### config.mk
export PLATFORM = sky130hd
export DESIGN_NAME = source_lexer_byte_stream
export DESIGN_NICKNAME = d
export VERILOG_FILES = /design/src/rtl/sllx_pkg.sv /design/src/rtl/sllx_core.sv /design/src/rtl/sllx_fifo.sv /design/src/rtl/source_lexer_byte_stream.sv
export SDC_FILE = /design/constraint.sdc
export NUM_CORES = 1
export LEC_CHECK = 0
export BUFFER_PORTS_ARGS = -buffer_cell sky130_fd_sc_hd__buf_2
export CAP_MARGIN = 20
export CORE_ASPECT_RATIO = 1.25
export CORE_MARGIN = 2
export CORE_UTILIZATION = 63
export DETAILED_ROUTE_END_ITERATION = 6
export PLACE_DENSITY_LB_ADDON = 0.2
export RECOVER_POWER = 25
export SETUP_SLACK_MARGIN = 0.5
export SLEW_MARGIN = 0
export SYNTH_ARGS = -nofsm -noshare
export SYNTH_HDL_FRONTEND = slang
export SYNTH_SLANG_ARGS = --single-unit
### constraint.sdc
create_clock -name i_clk -period 13.3 [get_ports i_clk]
set_input_delay 0.665 -clock i_clk [delete_from_list [all_inputs] [get_ports i_clk]]
set_output_delay 0.665 -clock i_clk [all_outputs]
set_load 0.01 [all_outputs]
### src/rtl/sllx_pkg.sv
// Shared constants, keyword table and character classes of the source lexer.
package sllx_pkg;

    localparam int KIND_W = 5;
    localparam logic [KIND_W-1:0] KIND_DELIM   = 5'd0;
    localparam logic [KIND_W-1:0] KIND_NUMBER  = 5'd1;
    localparam logic [KIND_W-1:0] KIND_PUNCT   = 5'd2;
    localparam logic [KIND_W-1:0] KIND_STRING  = 5'd3;
    localparam logic [KIND_W-1:0] KIND_IDENT   = 5'd4;
    localparam logic [KIND_W-1:0] KIND_KW0     = 5'd5;
    localparam logic [KIND_W-1:0] KIND_UNKNOWN = 5'd18;

    localparam int MODE_W = 4;
    localparam logic [MODE_W-1:0] M_IDLE  = 4'd0;
    localparam logic [MODE_W-1:0] M_NUM   = 4'd1;
    localparam logic [MODE_W-1:0] M_IDENT = 4'd2;
    localparam logic [MODE_W-1:0] M_STR   = 4'd3;
    localparam logic [MODE_W-1:0] M_BANG  = 4'd4;
    localparam logic [MODE_W-1:0] M_AMP   = 4'd5;
    localparam logic [MODE_W-1:0] M_BAR   = 4'd6;
    localparam logic [MODE_W-1:0] M_LT    = 4'd7;
    localparam logic [MODE_W-1:0] M_GT    = 4'd8;
    localparam logic [MODE_W-1:0] M_MINUS = 4'd9;

    localparam logic [7:0] CH_NUL   = 8'h00;
    localparam logic [7:0] CH_NL    = 8'h0A;
    localparam logic [7:0] CH_CR    = 8'h0D;
    localparam logic [7:0] CH_SP    = 8'h20;
    localparam logic [7:0] CH_BANG  = 8'h21;
    localparam logic [7:0] CH_QUOTE = 8'h22;
    localparam logic [7:0] CH_AMP   = 8'h26;
    localparam logic [7:0] CH_MINUS = 8'h2D;
    localparam logic [7:0] CH_LT    = 8'h3C;
    localparam logic [7:0] CH_EQ    = 8'h3D;
    localparam logic [7:0] CH_GT    = 8'h3E;
    localparam logic [7:0] CH_BAR   = 8'h7C;

    localparam int KW_COUNT = 13;
    localparam int KW_CHARS = 8;
    localparam int KW_BUF_W = 8 * KW_CHARS;

    // Keywords packed first character in the low byte, zero padded.
    localparam logic [KW_BUF_W-1:0] KW_TEXT [KW_COUNT] = '{
        64'h0000_006B_6165_7262,  // break
        64'h6575_6E69_746E_6F63,  // continue
        64'h0000_0000_6669_6C65,  // elif
        64'h0000_0000_6573_6C65,  // else
        64'h0000_0000_0000_6E66,  // fn
        64'h0000_0000_0000_3869,  // i8
        64'h0000_0000_0034_3669,  // i64
        64'h0000_0000_0000_6669,  // if
        64'h0000_0000_006C_696E,  // nil
        64'h0000_0000_0070_6572,  // rep
        64'h0000_6E72_7574_6572,  // return
        64'h0000_0000_0000_7473,  // st
        64'h0000_0065_6C69_6877   // while
    };

    localparam int FIFO_DEPTH = 4;
    localparam int FIFO_PTR_W = 2;
    localparam int FIFO_CNT_W = 3;

    function automatic logic is_digit(input logic [7:0] b);
        return b inside {[8'h30:8'h39]};
    endfunction

    function automatic logic is_alpha(input logic [7:0] b);
        return b inside {[8'h41:8'h5A], [8'h61:8'h7A], 8'h5F};
    endfunction

    function automatic logic is_single_punct(input logic [7:0] b);
        return b inside {8'h3A, 8'h3B, 8'h7B, 8'h7D, 8'h3D, 8'h2B, 8'h2F, 8'h2A,
                         8'h25, 8'h28, 8'h29, 8'h5B, 8'h5D, 8'h2E, 8'h2C};
    endfunction

    // Kind of the token held pending in the given mode.
    function automatic logic [KIND_W-1:0] flush_kind(input logic [MODE_W-1:0] mode,
                                                     input logic [KW_BUF_W-1:0] kbuf,
                                                     input logic short_id);
        logic [KIND_W-1:0] k;
        k = KIND_UNKNOWN;
        case (mode)
            M_NUM: begin
                k = KIND_NUMBER;
            end
            M_IDENT: begin
                k = KIND_IDENT;
                if (short_id) begin
                    for (int i = 0; i < KW_COUNT; i++) begin
                        if (kbuf == KW_TEXT[i]) begin
                            k = KIND_KW0 + KIND_W'(i);
                        end
                    end
                end
            end
            M_BANG, M_LT, M_GT, M_MINUS: begin
                k = KIND_PUNCT;
            end
            default: begin
                k = KIND_UNKNOWN;
            end
        endcase
        return k;
    endfunction

endpackage

### src/rtl/sllx_core.sv
// Lexer state and the single-pass logic that turns one byte into up to two tokens.
module sllx_core #(
    parameter int LENGTH_BITS = 16,
    parameter int LINE_BITS   = 24,
    parameter int OFFSET_BITS = 24,
    localparam int RES_W = sllx_pkg::KIND_W + LENGTH_BITS + LINE_BITS + OFFSET_BITS + 1
) (
    input  logic             i_clk,
    input  logic             i_rst_n,
    input  logic             i_fire,
    input  logic [7:0]       i_source_byte,
    input  logic             i_end_of_source,
    output logic [1:0]       o_res_vld,
    output logic [RES_W-1:0] o_res0,
    output logic [RES_W-1:0] o_res1
);

    logic [sllx_pkg::MODE_W-1:0]   r_mode, n_mode;
    logic [LENGTH_BITS-1:0]        r_plen, n_plen;
    logic [LINE_BITS-1:0]          r_pline, n_pline;
    logic [OFFSET_BITS-1:0]        r_poff, n_poff;
    logic [LINE_BITS-1:0]          r_line, n_line;
    logic [OFFSET_BITS-1:0]        r_pos, n_pos;
    logic [sllx_pkg::KW_BUF_W-1:0] r_kbuf, n_kbuf;
    logic                          r_ended, n_ended;

    logic [LENGTH_BITS-1:0] plen_inc;
    logic                   taken, flush_old, fin;
    logic                   a_vld, b_vld, c_vld;
    logic [RES_W-1:0]       a_res, b_res, c_res;
    logic [1:0]             cnt;

    function automatic logic [RES_W-1:0] pack(input logic [sllx_pkg::KIND_W-1:0] kind,
                                              input logic [LENGTH_BITS-1:0] len,
                                              input logic [LINE_BITS-1:0] line,
                                              input logic [OFFSET_BITS-1:0] off);
        return {kind, len, line, off, 1'b0};
    endfunction

    assign plen_inc = (&r_plen) ? r_plen : r_plen + LENGTH_BITS'(1);

    always_comb begin
        n_mode    = r_mode;
        n_plen    = r_plen;
        n_pline   = r_pline;
        n_poff    = r_poff;
        n_line    = r_line;
        n_pos     = r_pos;
        n_kbuf    = r_kbuf;
        n_ended   = r_ended;
        taken     = 1'b0;
        flush_old = 1'b0;
        fin       = 1'b0;
        a_vld     = 1'b0;
        b_vld     = 1'b0;
        c_vld     = 1'b0;
        a_res     = '0;
        b_res     = '0;
        c_res     = '0;
        if (i_fire && !r_ended) begin
            if (i_source_byte == sllx_pkg::CH_NUL) begin
                fin     = 1'b1;
                n_ended = 1'b1;
                c_vld   = (r_mode != sllx_pkg::M_IDLE);
                c_res   = pack(sllx_pkg::flush_kind(r_mode, r_kbuf,
                                   r_plen <= LENGTH_BITS'(sllx_pkg::KW_CHARS)),
                               r_plen, r_pline, r_poff);
                n_mode  = sllx_pkg::M_IDLE;
            end else begin
                case (r_mode)
                    sllx_pkg::M_NUM: begin
                        if (sllx_pkg::is_digit(i_source_byte)) begin
                            taken  = 1'b1;
                            n_plen = plen_inc;
                        end else begin
                            flush_old = 1'b1;
                        end
                    end
                    sllx_pkg::M_IDENT: begin
                        if (sllx_pkg::is_digit(i_source_byte) ||
                            sllx_pkg::is_alpha(i_source_byte)) begin
                            taken = 1'b1;
                            if (r_plen < LENGTH_BITS'(sllx_pkg::KW_CHARS)) begin
                                n_kbuf[{r_plen[2:0], 3'b000} +: 8] = i_source_byte;
                            end
                            n_plen = plen_inc;
                        end else begin
                            flush_old = 1'b1;
                        end
                    end
                    sllx_pkg::M_STR: begin
                        taken  = 1'b1;
                        n_plen = plen_inc;
                        if (i_source_byte == sllx_pkg::CH_QUOTE) begin
                            a_vld  = 1'b1;
                            a_res  = pack(sllx_pkg::KIND_STRING, plen_inc, r_pline, r_poff);
                            n_mode = sllx_pkg::M_IDLE;
                        end
                    end
                    sllx_pkg::M_BANG, sllx_pkg::M_LT, sllx_pkg::M_GT: begin
                        taken     = (i_source_byte == sllx_pkg::CH_EQ);
                        flush_old = !taken;
                    end
                    sllx_pkg::M_AMP: begin
                        taken     = (i_source_byte == sllx_pkg::CH_AMP);
                        flush_old = !taken;
                    end
                    sllx_pkg::M_BAR: begin
                        taken     = (i_source_byte == sllx_pkg::CH_BAR);
                        flush_old = !taken;
                    end
                    sllx_pkg::M_MINUS: begin
                        taken     = (i_source_byte == sllx_pkg::CH_GT);
                        flush_old = !taken;
                    end
                    default: begin
                        taken = 1'b0;
                    end
                endcase

                if (taken && (r_mode inside {sllx_pkg::M_BANG, sllx_pkg::M_AMP,
                                             sllx_pkg::M_BAR, sllx_pkg::M_LT,
                                             sllx_pkg::M_GT, sllx_pkg::M_MINUS})) begin
                    a_vld  = 1'b1;
                    a_res  = pack(sllx_pkg::KIND_PUNCT, LENGTH_BITS'(2), r_pline, r_poff);
                    n_mode = sllx_pkg::M_IDLE;
                end
                if (flush_old) begin
                    a_vld  = 1'b1;
                    a_res  = pack(sllx_pkg::flush_kind(r_mode, r_kbuf,
                                      r_plen <= LENGTH_BITS'(sllx_pkg::KW_CHARS)),
                                  r_plen, r_pline, r_poff);
                    n_mode = sllx_pkg::M_IDLE;
                end

                if (!taken) begin
                    n_plen  = LENGTH_BITS'(1);
                    n_pline = r_line;
                    n_poff  = r_pos;
                    n_kbuf  = '0;
                    if (sllx_pkg::is_digit(i_source_byte)) begin
                        n_mode = sllx_pkg::M_NUM;
                    end else if (sllx_pkg::is_alpha(i_source_byte)) begin
                        n_mode = sllx_pkg::M_IDENT;
                        n_kbuf = sllx_pkg::KW_BUF_W'(i_source_byte);
                    end else if (i_source_byte == sllx_pkg::CH_QUOTE) begin
                        n_mode = sllx_pkg::M_STR;
                    end else if (i_source_byte == sllx_pkg::CH_BANG) begin
                        n_mode = sllx_pkg::M_BANG;
                    end else if (i_source_byte == sllx_pkg::CH_AMP) begin
                        n_mode = sllx_pkg::M_AMP;
                    end else if (i_source_byte == sllx_pkg::CH_BAR) begin
                        n_mode = sllx_pkg::M_BAR;
                    end else if (i_source_byte == sllx_pkg::CH_LT) begin
                        n_mode = sllx_pkg::M_LT;
                    end else if (i_source_byte == sllx_pkg::CH_GT) begin
                        n_mode = sllx_pkg::M_GT;
                    end else if (i_source_byte == sllx_pkg::CH_MINUS) begin
                        n_mode = sllx_pkg::M_MINUS;
                    end else begin
                        n_plen  = r_plen;
                        n_pline = r_pline;
                        n_poff  = r_poff;
                        n_kbuf  = r_kbuf;
                        b_vld   = 1'b1;
                        if (i_source_byte inside {sllx_pkg::CH_NL, sllx_pkg::CH_CR,
                                                  sllx_pkg::CH_SP}) begin
                            b_res = pack(sllx_pkg::KIND_DELIM, LENGTH_BITS'(1), r_line, r_pos);
                        end else if (sllx_pkg::is_single_punct(i_source_byte)) begin
                            b_res = pack(sllx_pkg::KIND_PUNCT, LENGTH_BITS'(1), r_line, r_pos);
                        end else begin
                            b_res = pack(sllx_pkg::KIND_UNKNOWN, LENGTH_BITS'(1), r_line,
                                         r_pos);
                        end
                        if (i_source_byte == sllx_pkg::CH_NL && !(&r_line)) begin
                            n_line = r_line + LINE_BITS'(1);
                        end
                    end
                end

                n_pos = (&r_pos) ? r_pos : r_pos + OFFSET_BITS'(1);

                if (i_end_of_source) begin
                    fin     = 1'b1;
                    n_ended = 1'b1;
                    c_vld   = (n_mode != sllx_pkg::M_IDLE);
                    c_res   = pack(sllx_pkg::flush_kind(n_mode, n_kbuf,
                                       n_plen <= LENGTH_BITS'(sllx_pkg::KW_CHARS)),
                                   n_plen, n_pline, n_poff);
                    n_mode  = sllx_pkg::M_IDLE;
                end
            end
        end
    end

    // At most two of the three candidates are valid; keep their order.
    always_comb begin
        cnt    = 2'({1'b0, a_vld} + {1'b0, b_vld} + {1'b0, c_vld});
        o_res0 = a_vld ? a_res : (b_vld ? b_res : c_res);
        o_res1 = (a_vld && b_vld) ? b_res : c_res;
        o_res0[0] = fin && (cnt == 2'd1);
        o_res1[0] = fin && (cnt == 2'd2);
        o_res_vld = {cnt == 2'd2, cnt != 2'd0};
    end

    always_ff @(posedge i_clk) begin
        if (!i_rst_n) begin
            r_mode  <= sllx_pkg::M_IDLE;
            r_plen  <= '0;
            r_pline <= LINE_BITS'(1);
            r_poff  <= '0;
            r_line  <= LINE_BITS'(1);
            r_pos   <= '0;
            r_kbuf  <= '0;
            r_ended <= 1'b0;
        end else begin
            r_mode  <= n_mode;
            r_plen  <= n_plen;
            r_pline <= n_pline;
            r_poff  <= n_poff;
            r_line  <= n_line;
            r_pos   <= n_pos;
            r_kbuf  <= n_kbuf;
            r_ended <= n_ended;
        end
    end

endmodule

### src/rtl/sllx_fifo.sv
// Small token queue that takes up to two entries per cycle and gives one.
module sllx_fifo #(
    parameter int WIDTH = 70
) (
    input  logic             i_clk,
    input  logic             i_rst_n,
    input  logic [1:0]       i_push,
    input  logic [WIDTH-1:0] i_data0,
    input  logic [WIDTH-1:0] i_data1,
    output logic             o_space,
    output logic             o_valid,
    input  logic             i_ready,
    output logic [WIDTH-1:0] o_data
);

    logic [WIDTH-1:0]                r_mem [sllx_pkg::FIFO_DEPTH];
    logic [sllx_pkg::FIFO_PTR_W-1:0] r_wp, n_wp;
    logic [sllx_pkg::FIFO_PTR_W-1:0] r_rp, n_rp;
    logic [sllx_pkg::FIFO_CNT_W-1:0] r_cnt, n_cnt;
    logic                            pop;

    assign o_valid = (r_cnt != '0);
    assign o_data  = r_mem[r_rp];
    assign o_space = (r_cnt <= sllx_pkg::FIFO_CNT_W'(sllx_pkg::FIFO_DEPTH - 2));
    assign pop     = o_valid && i_ready;

    always_comb begin
        n_wp  = r_wp + sllx_pkg::FIFO_PTR_W'({1'b0, i_push[0]} + {1'b0, i_push[1]});
        n_rp  = r_rp + sllx_pkg::FIFO_PTR_W'(pop);
        n_cnt = r_cnt + sllx_pkg::FIFO_CNT_W'({1'b0, i_push[0]} + {1'b0, i_push[1]})
                - sllx_pkg::FIFO_CNT_W'(pop);
    end

    always_ff @(posedge i_clk) begin
        if (i_push[0]) begin
            r_mem[r_wp] <= i_data0;
        end
        if (i_push[1]) begin
            r_mem[r_wp + sllx_pkg::FIFO_PTR_W'(1)] <= i_data1;
        end
    end

    always_ff @(posedge i_clk) begin
        if (!i_rst_n) begin
            r_wp  <= '0;
            r_rp  <= '0;
            r_cnt <= '0;
        end else begin
            r_wp  <= n_wp;
            r_rp  <= n_rp;
            r_cnt <= n_cnt;
        end
    end

endmodule

### src/rtl/source_lexer_byte_stream.sv
// Top level of the streaming source lexer: one source byte in, tokens out.
// A token enters the token queue as the byte that completes it is taken, and shows from the queue's head.
// Throughput: one byte per cycle while the four-entry token queue has room for two.
// A byte that yields two tokens adds two queue entries, which drain at one per cycle while the output is ready.
// Reset (synchronous, active low) returns the lexer to line 1, offset 0, empty queue.
module source_lexer_byte_stream #(
    parameter int LENGTH_BITS = 16,
    parameter int LINE_BITS   = 24,
    parameter int OFFSET_BITS = 24
) (
    input  logic                        i_clk,
    input  logic                        i_rst_n,
    input  logic                        i_in_valid,
    output logic                        o_in_ready,
    input  logic [7:0]                  i_source_byte,
    input  logic                        i_end_of_source,
    output logic                        o_out_valid,
    input  logic                        i_out_ready,
    output logic [sllx_pkg::KIND_W-1:0] o_token_kind,
    output logic [LENGTH_BITS-1:0]      o_token_length,
    output logic [LINE_BITS-1:0]        o_start_line,
    output logic [OFFSET_BITS-1:0]      o_start_offset,
    output logic                        o_final_token
);

    localparam int RES_W = sllx_pkg::KIND_W + LENGTH_BITS + LINE_BITS + OFFSET_BITS + 1;

    logic [1:0]       res_vld;
    logic [RES_W-1:0] res0, res1, head;
    logic             fire;

    assign fire = i_in_valid && o_in_ready;

    sllx_core #(
        .LENGTH_BITS (LENGTH_BITS),
        .LINE_BITS   (LINE_BITS),
        .OFFSET_BITS (OFFSET_BITS)
    ) u_core (
        .i_clk           (i_clk),
        .i_rst_n         (i_rst_n),
        .i_fire          (fire),
        .i_source_byte   (i_source_byte),
        .i_end_of_source (i_end_of_source),
        .o_res_vld       (res_vld),
        .o_res0          (res0),
        .o_res1          (res1)
    );

    sllx_fifo #(
        .WIDTH (RES_W)
    ) u_fifo (
        .i_clk   (i_clk),
        .i_rst_n (i_rst_n),
        .i_push  (res_vld),
        .i_data0 (res0),
        .i_data1 (res1),
        .o_space (o_in_ready),
        .o_valid (o_out_valid),
        .i_ready (i_out_ready),
        .o_data  (head)
    );

    assign o_final_token  = head[0];
    assign o_start_offset = head[OFFSET_BITS:1];
    assign o_start_line   = head[OFFSET_BITS+LINE_BITS:OFFSET_BITS+1];
    assign o_token_length = head[OFFSET_BITS+LINE_BITS+LENGTH_BITS:OFFSET_BITS+LINE_BITS+1];
    assign o_token_kind   = head[RES_W-1:RES_W-sllx_pkg::KIND_W];

endmodule

Yosys cells after proc, flatten, opt, wreduce, memory -nomap -nowiden

Memory sizes are Yosys's and may differ from the RTL's. A register that Yosys moved wholly into a read port is not among the register bits.
Index checks and enable logic that the tools add are counted.

Input port bits: 13
Memory bits (writable): 280
Flip-flop bits (word level): 188
Word-level logic and storage cells: 323
Output and inout port bits: 72
Memories kept: 1

Memory list:

| name         | depth | bits a word | read ports | clocked after memory_dff | wr ports | RTL line        | RTL |
|---|---|---|---|---|---|---|---|
| u_fifo.r_mem | 4     | 70          | 1          | 1                        | 2        | sllx_fifo.sv:16 | `logic [WIDTH-1:0] r_mem [sllx_pkg::FIFO_DEPTH];` |

Magnitude comparators: 10
Add/subtract/negate cells: 13
Shift-type cells: 2
Reduce and logical (&&, ||, !) cells: 38
Eq/ne operators: 69
Bitwise logic cells: 12
Mux-type cells: 167

Operator list:

| cell                                                                    | number |
|---|---|
| 70-bit 2-to-1 mux                                                       | 25 |
| 64-bit 2-to-1 mux                                                       | 15 |
| 24-bit 2-to-1 mux                                                       | 20 |
| 64-bit by 15-bit == test with 1-bit output (second input constant)      | 6 |
| 64-bit by 23-bit == test with 1-bit output (second input constant)      | 4 |
| 64-bit by 31-bit == test with 1-bit output (second input constant)      | 4 |
| 64-bit by 39-bit == test with 1-bit output (second input constant)      | 4 |
| 16-bit 2-to-1 mux                                                       | 15 |
| 8-bit by 6-bit == test with 1-bit output (second input constant)        | 18 |
| 64-bit by 14-bit == test with 1-bit output (second input constant)      | 2 |
| 64-bit by 22-bit == test with 1-bit output (second input constant)      | 2 |
| 64-bit by 47-bit == test with 1-bit output (second input constant)      | 2 |
| 64-bit by 63-bit == test with 1-bit output (second input constant)      | 2 |
| 4-bit 2-to-1 mux                                                        | 32 |
| 67-bit 2-to-1 mux                                                       | 1 |
| 64-bit bitwise mux                                                      | 1 |
| 8-bit by 8-bit variable shift with 64-bit output (first input constant) | 1 |
| 8-bit by 8-bit variable part select with 64-bit output                  | 1 |
| 24-bit by 1-bit adder with 24-bit output (second input constant)        | 2 |
| 8-bit by 7-bit == test with 1-bit output (second input constant)        | 6 |
| 16-bit case mux with 3 select lines                                     | 1 |
| 24-bit AND reduction                                                    | 2 |
| 1-bit 2-to-1 mux                                                        | 40 |
| 5-bit 2-to-1 mux                                                        | 8 |
| 42 further kinds                                                        | 97 |

Logic depth before layout (Yosys ltp)

Gate-level depths: netlist of the first run.

Word-level depth: 34
Depth in mapped cells: 22
Gate-level depth less buffers: 18

By module

From an unflattened synthesis of the first run, not the netlist that was laid out.

Cells, all modules: 2553
Area total of the unflattened synthesis: 27204.8 um^2

Modules (own cells, without submodules):

| module                   | sequential area each (um^2) | area an instance (um^2) | instances | cells an instance |
|---|---|---|---|---|
| sllx_fifo                | 8548.2                      | 13832.0                 | 1         | 720 |
| sllx_core                | 3623.5                      | 13366.6                 | 1         | 1832 |
| source_lexer_byte_stream | 0.0                         | 6.3                     | 1         | 1 |

Least setup slack after synthesis of the first run

No wires, ideal clock.

Kind: in2reg
Start point: input port i_source_byte[0]
End point: memory u_fifo.r_mem[0][0] (enable)
Buffers on the path: 2
Data arrival time: 9162 ps
Slack: 3543 ps
Setup time: 595 ps
Stages: 15
Data required time: 12705 ps
Path through: buf_2 > and3b_1 > o21a_1 > o31a_1 > nor2_1 > clkbuf_1 > nand2_1 > a2111oi_1 > nor2_1 > nand2_1 > o311a_1 > inv_1 > fa_1 > a21o_1 > o21ai_0

RTL lines:

| what        | RTL line                       | RTL |
|---|---|---|
| from (decl) | source_lexer_byte_stream.sv:15 | `input logic [7:0] i_source_byte,` |
| to (decl)   | sllx_fifo.sv:16                |  |

==> results of run 1 <==
## synthesized netlist by cell type, types with 7 or more instances
master | count | share of area
mux2i_1 | 36 | 0.013
nand4b_1 | 12 | 0.0039
xnor2_1 | 23 | 0.0075
a32oi_1 | 15 | 0.0049
nand3b_1 | 13 | 0.0036
ha_1 | 12 | 0.0056
and4b_1 | 8 | 0.0030
a21oi_1 | 383 | 0.072
inv_1 | 24 | 0.0034
a22oi_1 | 101 | 0.028
dfxtp_1 | 188 | 0.14
nor3b_1 | 10 | 0.0028
nor3_1 | 68 | 0.013
and2_1 | 29 | 0.0068
nor4_1 | 45 | 0.011
a31oi_1 | 16 | 0.0037
nand2b_1 | 12 | 0.0028
nand2_1 | 262 | 0.037
or3_1 | 31 | 0.0072
clkbuf_1 | 187 | 0.026
o22ai_1 | 15 | 0.0035
or4_1 | 17 | 0.0048
o21ai_0 | 72 | 0.013
nand4_1 | 46 | 0.011
nor2b_1 | 24 | 0.0056
o31ai_1 | 7 | 0.0020
and4_1 | 9 | 0.0029
buf_2 | 18 | 0.0034
mux4_2 | 70 | 0.059
and3_1 | 36 | 0.0084
nor2_1 | 437 | 0.061
xor2_1 | 34 | 0.011
a211oi_1 | 39 | 0.011
or2_2 | 10 | 0.0023
buf_1 | 25 | 0.0035
a22o_1 | 59 | 0.019
nand3_1 | 91 | 0.017
edfxtp_1 | 280 | 0.31
## worst paths after layout
kind | end | slack, ns | cells past startpoint
max | u_fifo.r_mem[0][27]$_DFFE_PP_ | 4.64 | 17
min | u_core.r_kbuf[49]$_SDFFE_PN0P_ | 0.45 | 2
max reg2reg | u_fifo.r_mem[2][28]$_DFFE_PP_ | 5.68 | 13
min reg2reg | u_core.r_kbuf[49]$_SDFFE_PN0P_ | 0.45 | 2
## cells in the final DEF (no fill, tap or decap), types with 17 or more instances in the layout
cell type	netlist	final
o21ai_0	72	70
or4_1	17	17
a22oi_1	101	101
dfxtp_1	188	187
nand2_1	262	262
and3_1	36	34
edfxtp_1	280	280
nand3_1	91	91
clkbuf_16	0	50
a22o_1	59	59
nand4_1	46	46
xnor2_1	23	23
mux2i_1	36	36
nor3_1	68	66
inv_1	24	23
xor2_1	34	34
a211oi_1	39	39
nor2b_1	24	24
nor2_1	437	435
a21oi_1	383	383
buf_4	1	31
or3_1	31	31
nor4_1	45	45
and2_1	29	25
mux4_2	70	70
clkbuf_1	187	90
## final cells by class
| type | count | area, sq um | share of cell area |
|---|---|---|---|
| clock buffers | 69 | 1370 | 0.0475 |
| clock inverters | 19 | 196 | 0.00680 |
| inverters | 27 | 104 | 0.00359 |
| multi-input cells | 2175 | 13600 | 0.472 |
| flip-flops and latches | 468 | 12200 | 0.421 |
| well taps | 559 | 699 | 0.0242 |
| repair buffers | 124 | 716 | 0.0248 |
## flip-flops by register name (all words and copies together) (netlist names), 3 cells and up
signal,flops
u_core.r_kbuf,64
u_core.r_plen,16
u_core.r_mode,4
u_fifo.r_mem,280
u_fifo.r_cnt,3
u_core.r_line,24
u_core.r_pline,24
u_core.r_poff,24
u_core.r_pos,24
## power by group through the flow
| stage | sequential, uW | combinational (uW) | clock [uW] |
|---|---|---|---|
| floorplan | 1870 | 745 | 0 |
| global placement | 1930 | 1060 | 0 |
| detailed placement | 1940 | 1070 | 0 |
| CTS | 1910 | 1080 | 1360 |
| global route | 1930 | 1160 | 1410 |
| finish | 1920 | 1100 | 1360 |
## stage by stage
step                setup slack, ns  cell area [sq um]  hold WS (ns)
finish                         4.64              28900         0.450
floorplan                      3.54              26800         0.425
detailed placement             6.30              27300         0.446
CTS                            6.81              28900         0.454
global route                   4.05              28900         0.484
global placement               6.15              27300         0.434
## metal layers
layer / global-route usage / routed length [microns]
met2: 0.680 / 44100
met1: 0.485 / 31800
met3: 0.0609 / 9930
met5: 0 / 0
met4: 0.227 / 5290
## worst reg2reg max path, cell delays in order, from the launching register on
cell     delay (ns)
dfxtp_1        0.82
or4b_1         0.67
o32ai_1        1.21
nor3_1         0.73
nand4_1        0.31
o22ai_1        0.12
a31oi_1        0.37
nand2_1        0.10
o311a_1        0.38
inv_1          0.10
fa_1           0.47
a21o_1         0.27
o21ai_4        0.87
buf_4          0.76
## logic make-up (layout without fill, tap and decap cells)
family	after synthesis	after routing	share of synthesized area
xor gates and xnor gates	57	57	0.0187
muxes	109	109	0.0737
AOI/OAI and AO/OA	796	796	0.189
DFF	468	468	0.455
buffers and inverters	258	239	0.0372
and+or+nand+nor	1198	1198	0.219
adders and majority gates	15	15	0.00786
==> metrics.md, run 1 <==
| Metric | Value |
|---|---|
| Final core area utilization | 0.687 |
| Antenna violations before repair | 1 |
| Fmax | roughly 0.12 GHz |
| Lkg Pwr | 0.00957 uW |
| Via count | approximately 25,000 |
| Slew @ Worst Pin | between 4 and 5 ns |
| Die area | 0.0441 sq mm |
| Outcome | finished, violations left |
| Starting Density | 0.636 |
| Post-CTS setup buffer count | 0 |
| Switch share | 0.332 |
| Critical Path RT | about 14 ns |
| Max_slew headroom | -1.79 |
| Max-cap violation count | 5 |
| Hold Violations, Final | 0 |
| Gr ovfl total | 0 |
| Min cycle time layout | 8.66 ns |
| CP Capture Type | flop |
| Crit path DAT | 8.88 ns |
| Post-route DRC | 5 |
| Top Family by Delay on Critical Path | compound AO/OA/AOI/OAI gates |
| Asr flop ratio synth | 0 |
| Clock Tree Root | clkbuf_16 |
| TritonRoute pass-1 iters | 7 |
| Post-Layout Cell Count | around 3,400 |
| Final Max Slew Viols | between 200 and 300 |
| Switch Pwr | ~1500 uW |
| Clock transition at path regs | 0.06 ns |
| CTS buffer count | 47 |
| Synth cell types | ~100 |
| Core Box Area | 0.0420 sq mm |
| Hold-fix buffers, CTS | 0 |
| Mapped Cells | slightly below 3,000 |
| Die Y | 234 microns |
| Final Power | between 4000 and 5000 uW |
| Pin count of the biggest net entering global routing | slightly above 100 |
| Failing checks | DRC, capacitance limit, slew limit |
| Initial DRC count | about 3,100 |
| ANT cells | 0 |
| Worst hold path class | flop to flop |
| Reg-to-Reg Start | u_core.r_mode[1]$_SDFFE_PN0P_ |
| Total global routing track utilization | 0.398 |
| Area added between synthesis and finish | 8.01% |
| Internal Power | 2930 uW |
| Row count | between 80 and 90 |
| Peak supply drop | 0.000103 V |
| Total wire length | between 90 and 100 mm |
| Pwr/cell area | 152 mW/mm^2 |
| Combinational power share | 0.251 |
| Worst Path Buf+Inv | 4 |
| Final Cycle Share | 0.651 |
| H-tree levels | 2 |
| Setup TNS | 0 ns |
| Synthesized flop and latch total | approximately 470 |
| Final-layout fill cell count | around 3,100 |
| Clock Latency Late Sink | ~0.6 ns |
| Final Wtd Congestion | about 1.1 |
| Clk_skew | ~0.033 ns |
| Clock share of power | 0.311 |
| CTS tree | yes |
| Crit Path Max Fanout | 43 |
| Slowest Stage Delay on Critical Path | between 1.5 and 2 ns |
| Post-Syn Area per Cell | approximately 9.2 sq um |
| Critical Path, Cell by Cell | clkbuf_1 -> nand2_1 -> o31ai_1 -> o32ai_1 -> nor3_1 -> nand2b_1 -> a21oi_1 -> nor2_1 -> nand2_1 -> o311a_1 -> inv_1 -> fa_1 -> nor2b_1 -> nand3_1 -> buf_4 -> o21ai_4 -> buf_4 |
| Placed insts | 3,347 |
| CTS Sinks | 468 |
| EDFF count, synth | 280 |
| Hold Path Origin | u_core.r_kbuf[49]$_SDFFE_PN0P_ |
| DR vias/cell | roughly 7.3 |
| Layout cells sized above 1 | 0.0826 |
| Vias in the first global route | 24,200 |
| Number of I/O pins | 85 |
| Layout net count | 2,871 |
| Mapped Nets | 2,929 |
| Post-DR wirelength/cell | around 26 microns |
| DPL Wire Length | 57.4 mm |
| Synthesized area | ~0.027 sq mm |
| Critical Path Source | i_source_byte[4] |
| Most used DFF post-synth | edfxtp_1 |
| Yosys warnings | 0 |
| Die W | between 150 and 200 microns |
| Post-route antenna net violation count | 0 |
| Final setup viols | 0 |
| Flop pwr share | 0.437 |
| # resized after CTS | 0 |
| Register area share after synthesis | 0.455 |
| Worst setup SP type | input pin |
| Critical path class | input pin to flop |
| Port Buffers | 84 |
| RSZ-0062 raised after global routing | false |
| Clock buffer depth | 3 |
| First-pass GRT wire length | approximately 140 mm |
| Critical Path Slowest Stage Cell | nor3_1 |
No activity file was read; power rests on OpenSTA's default activity.
==> run 2, diff against run 1 <==
--- a/config.mk
+++ b/config.mk
@@ -9,7 +9,7 @@
 export CAP_MARGIN = 20
 export CORE_ASPECT_RATIO = 1.25
 export CORE_MARGIN = 2
-export CORE_UTILIZATION = 63
+export CORE_UTILIZATION = 57
 export DETAILED_ROUTE_END_ITERATION = 6
 export PLACE_DENSITY_LB_ADDON = 0.2
 export RECOVER_POWER = 25
==> constraint.sdc (replaced) <==
create_clock -name i_clk -period 7.4 [get_ports i_clk]
set_input_delay 0.37 -clock i_clk [delete_from_list [all_inputs] [get_ports i_clk]]
set_output_delay 0.37 -clock i_clk [all_outputs]
set_load 0.01 [all_outputs]
==> metrics.md, run 2 (synthesis gave the netlist of run 1 again) <==
| Metric | Value |
|---|---|
| Outcome | finished, violations left |
| Failing checks | capacitance limit, slew limit |
| Switch Pwr | 2620 uW |
| Lkg Pwr | between 0.009 and 0.01 uW |
| ANT cells | 0 |
| Clock Latency Late Sink | 0.61 ns |
| Final setup viols | 0 |
| Switch share | 0.328 |
| Hold WS | between 0.2 and 0.3 ns |
| Final core area utilization | 0.632 |
| RSZ-0062 raised after global routing | false |
| Number of I/O pins | 85 |
| Most common cell after layout, fill and taps aside | nor2_1 |
| Flop pwr share | 0.429 |
| Max_slew headroom | -2.07 |
| Clk_skew | approximately 0.02 ns |
| Internal Power | around 5400 uW |
| Slew @ Worst Pin | around 4.6 ns |
| Post-route DRC | 0 |
| Pin count of the biggest net entering global routing | ~100 |
| Worst R2R Setup Slack | around 1.1 ns |
| Row count | 88 |
| Crit path DAT | about 6.6 ns |
| Die W | approximately 200 microns |
| Die area | 0.0487 sq mm |
| Clock buffer depth | 3 |
| Biggest regs | u_fifo.r_mem x280, u_core.r_kbuf x64 |
| Layout net count | about 2,900 |
| Peak supply drop | between 0.00015 and 0.0002 V |
| Worst hold path class | input pin to flop |
| Clock transition at path regs | about 0.070 ns |
| Hold Path End | u_core.r_line[0]$_SDFFE_PN1P_ |
| Post-DR wirelength/cell | ~25 microns |
| CTS buffer count | between 40 and 50 |
| Hold Path Origin | i_rst_n |
| Hold Violations, Final | 0 |
| Max-cap violation count | 7 |
| Total global routing track utilization | 0.359 |
| Total wire length | 87.9 mm |
| CTS Sinks | 468 |
| Layout cells sized above 1 | 0.0932 |
| Gr ovfl total | 0 |
| Reg-to-Reg Start | u_core.r_mode[1]$_SDFFE_PN0P_ |
| Setup TNS | 0 ns |
| RR Endpoint | u_fifo.r_mem[3][66]$_DFFE_PP_ |
| Via count | about 24,000 |
| Port Buffers | between 80 and 90 |
| CP Capture Type | flop |
| Initial DRC count | 2,816 |
| Vias in the first global route | around 23,000 |
| DPL Wire Length | between 50 and 60 mm |
| Fmax | 0.159 GHz |
| CTS tree | yes |
| DR vias/cell | between 6 and 7 |
| Final Wtd Congestion | 1.10 |
| R2R depth | 14 |
| Hold-fix buffers, CTS | 0 |
| Clock share of power | 0.321 |
| Worst Hold Depth | 2 |
| Final Max Slew Viols | roughly 290 |
| Min cycle time layout | between 6 and 7 ns |
| # resized after CTS | 0 |
| Pwr/cell area | 273 mW/mm^2 |
| Critical path class | input pin to flop |
| Final Cycle Share | 0.850 |
| Core Box Area | 0.0462 sq mm |
| Most frequent cells in the layout | nor2_1 (435), a21oi_1 (383), edfxtp_1 (280) |
| TritonRoute pass-1 iters | 6 |
| Number of flip-flops in the largest register | 280 |
| First-pass GRT wire length | 135 mm |
| Clock Tree Root | clkbuf_16 |
| Combinational power share | 0.250 |
| Die Y | 246 microns |
| Post-route antenna net violation count | 0 |
| Post-CTS setup buffer count | 0 |
| Starting Density | 0.579 |
| Antenna violations before repair | 1 |
| Largest Register | u_fifo.r_mem |
| Area added between synthesis and finish | 9.22% |
| Final Cell Area | 0.0292 sq mm |
| Placement-stage cell area | 0.0276 sq mm |
| Crit Path Max Fanout | 100 |
| Worst setup SP type | input pin |
| Critical Path RT | between 7 and 8 ns |
| H-tree levels | 2 |
==> run 2: cell types whose count changed in the layout (fill, tap and decap cells not counted), sizes merged <==
cell      change
buf          +17
bufinv        +4
clkbuf       -14
clkinv       +11
clkinvlp      -2
==> run 2: layer usage <==
layer | wire length, microns | GRT usage | vias to the layer above | part of all wire
met3 | 7050 | 0.0572 | 282 | 0.080
met2 | 42300 | 0.600 | 1306 | 0.48
li1 | - | - | 10800 | -
met4 | 5240 | 0.194 | 0 | 0.060
met5 | 0 | 0 | - | 0
met1 | 33200 | 0.446 | 11700 | 0.38
==> run 2: per-stage QoR <==
stage                     worst slack (ns)  total power (uW)  cells
after floorplan                     -0.174              4680   2901
after global placement                1.30              5440   3391
after detailed placement              1.03              5470   3392
after CTS                             1.25              8000   3480
after global routing                 0.707              8260   3483
final                                 1.11              7980   3483
==> run 2: worst max-delay path, cell delays in order <==
cell	delay [ns]
buf_2	0.31
inv_1	1.96
clkbuf_1	3.34
nor2_1	0.43
==> run 2: layout make-up <==
| cell class | instances | area, sq um |
|---|---|---|
| Multi-Input combinational cell | 2175 | 13700 |
| Sequential cell | 468 | 12200 |
| Inverter | 27 | 101 |
| Timing Repair Buffer | 140 | 883 |
| Clock buffer | 56 | 1290 |
| Fill cell | 3828 | 17000 |
| Tap cell | 585 | 732 |
| Clock inverter | 32 | 365 |
==> run 2: how the worst max path moves through the flow <==
stage	start	endpoint	slack [ns]	cells after the start
after floorplan	i_source_byte[0]	u_fifo.r_mem[0][0]$_DFFE_PP_	-0.17	15
after global placement	i_source_byte[2]	u_fifo.r_mem[1][57]$_DFFE_PP_	1.30	17
after detailed placement	i_source_byte[1]	u_fifo.r_mem[1][57]$_DFFE_PP_	1.03	17
after CTS	u_core.r_mode[1]$_SDFFE_PN0P_	u_fifo.r_mem[1][57]$_DFFE_PP_	1.25	18
after global routing	u_core.r_mode[1]$_SDFFE_PN0P_	u_fifo.r_mem[3][66]$_DFFE_PP_	0.71	14
final	i_rst_n	u_core.r_pos[3]$_SDFFE_PN0P_	1.11	4
==> run 2: power by group through the flow <==
stage | Clock [uW] | Combinational, uW | Sequential, uW
floorplan | 0 | 1340 | 3340
global placement | 0 | 1970 | 3470
detailed placement | 0 | 1980 | 3490
CTS | 2570 | 1990 | 3440
global route | 2670 | 2130 | 3460
finish | 2560 | 1990 | 3420
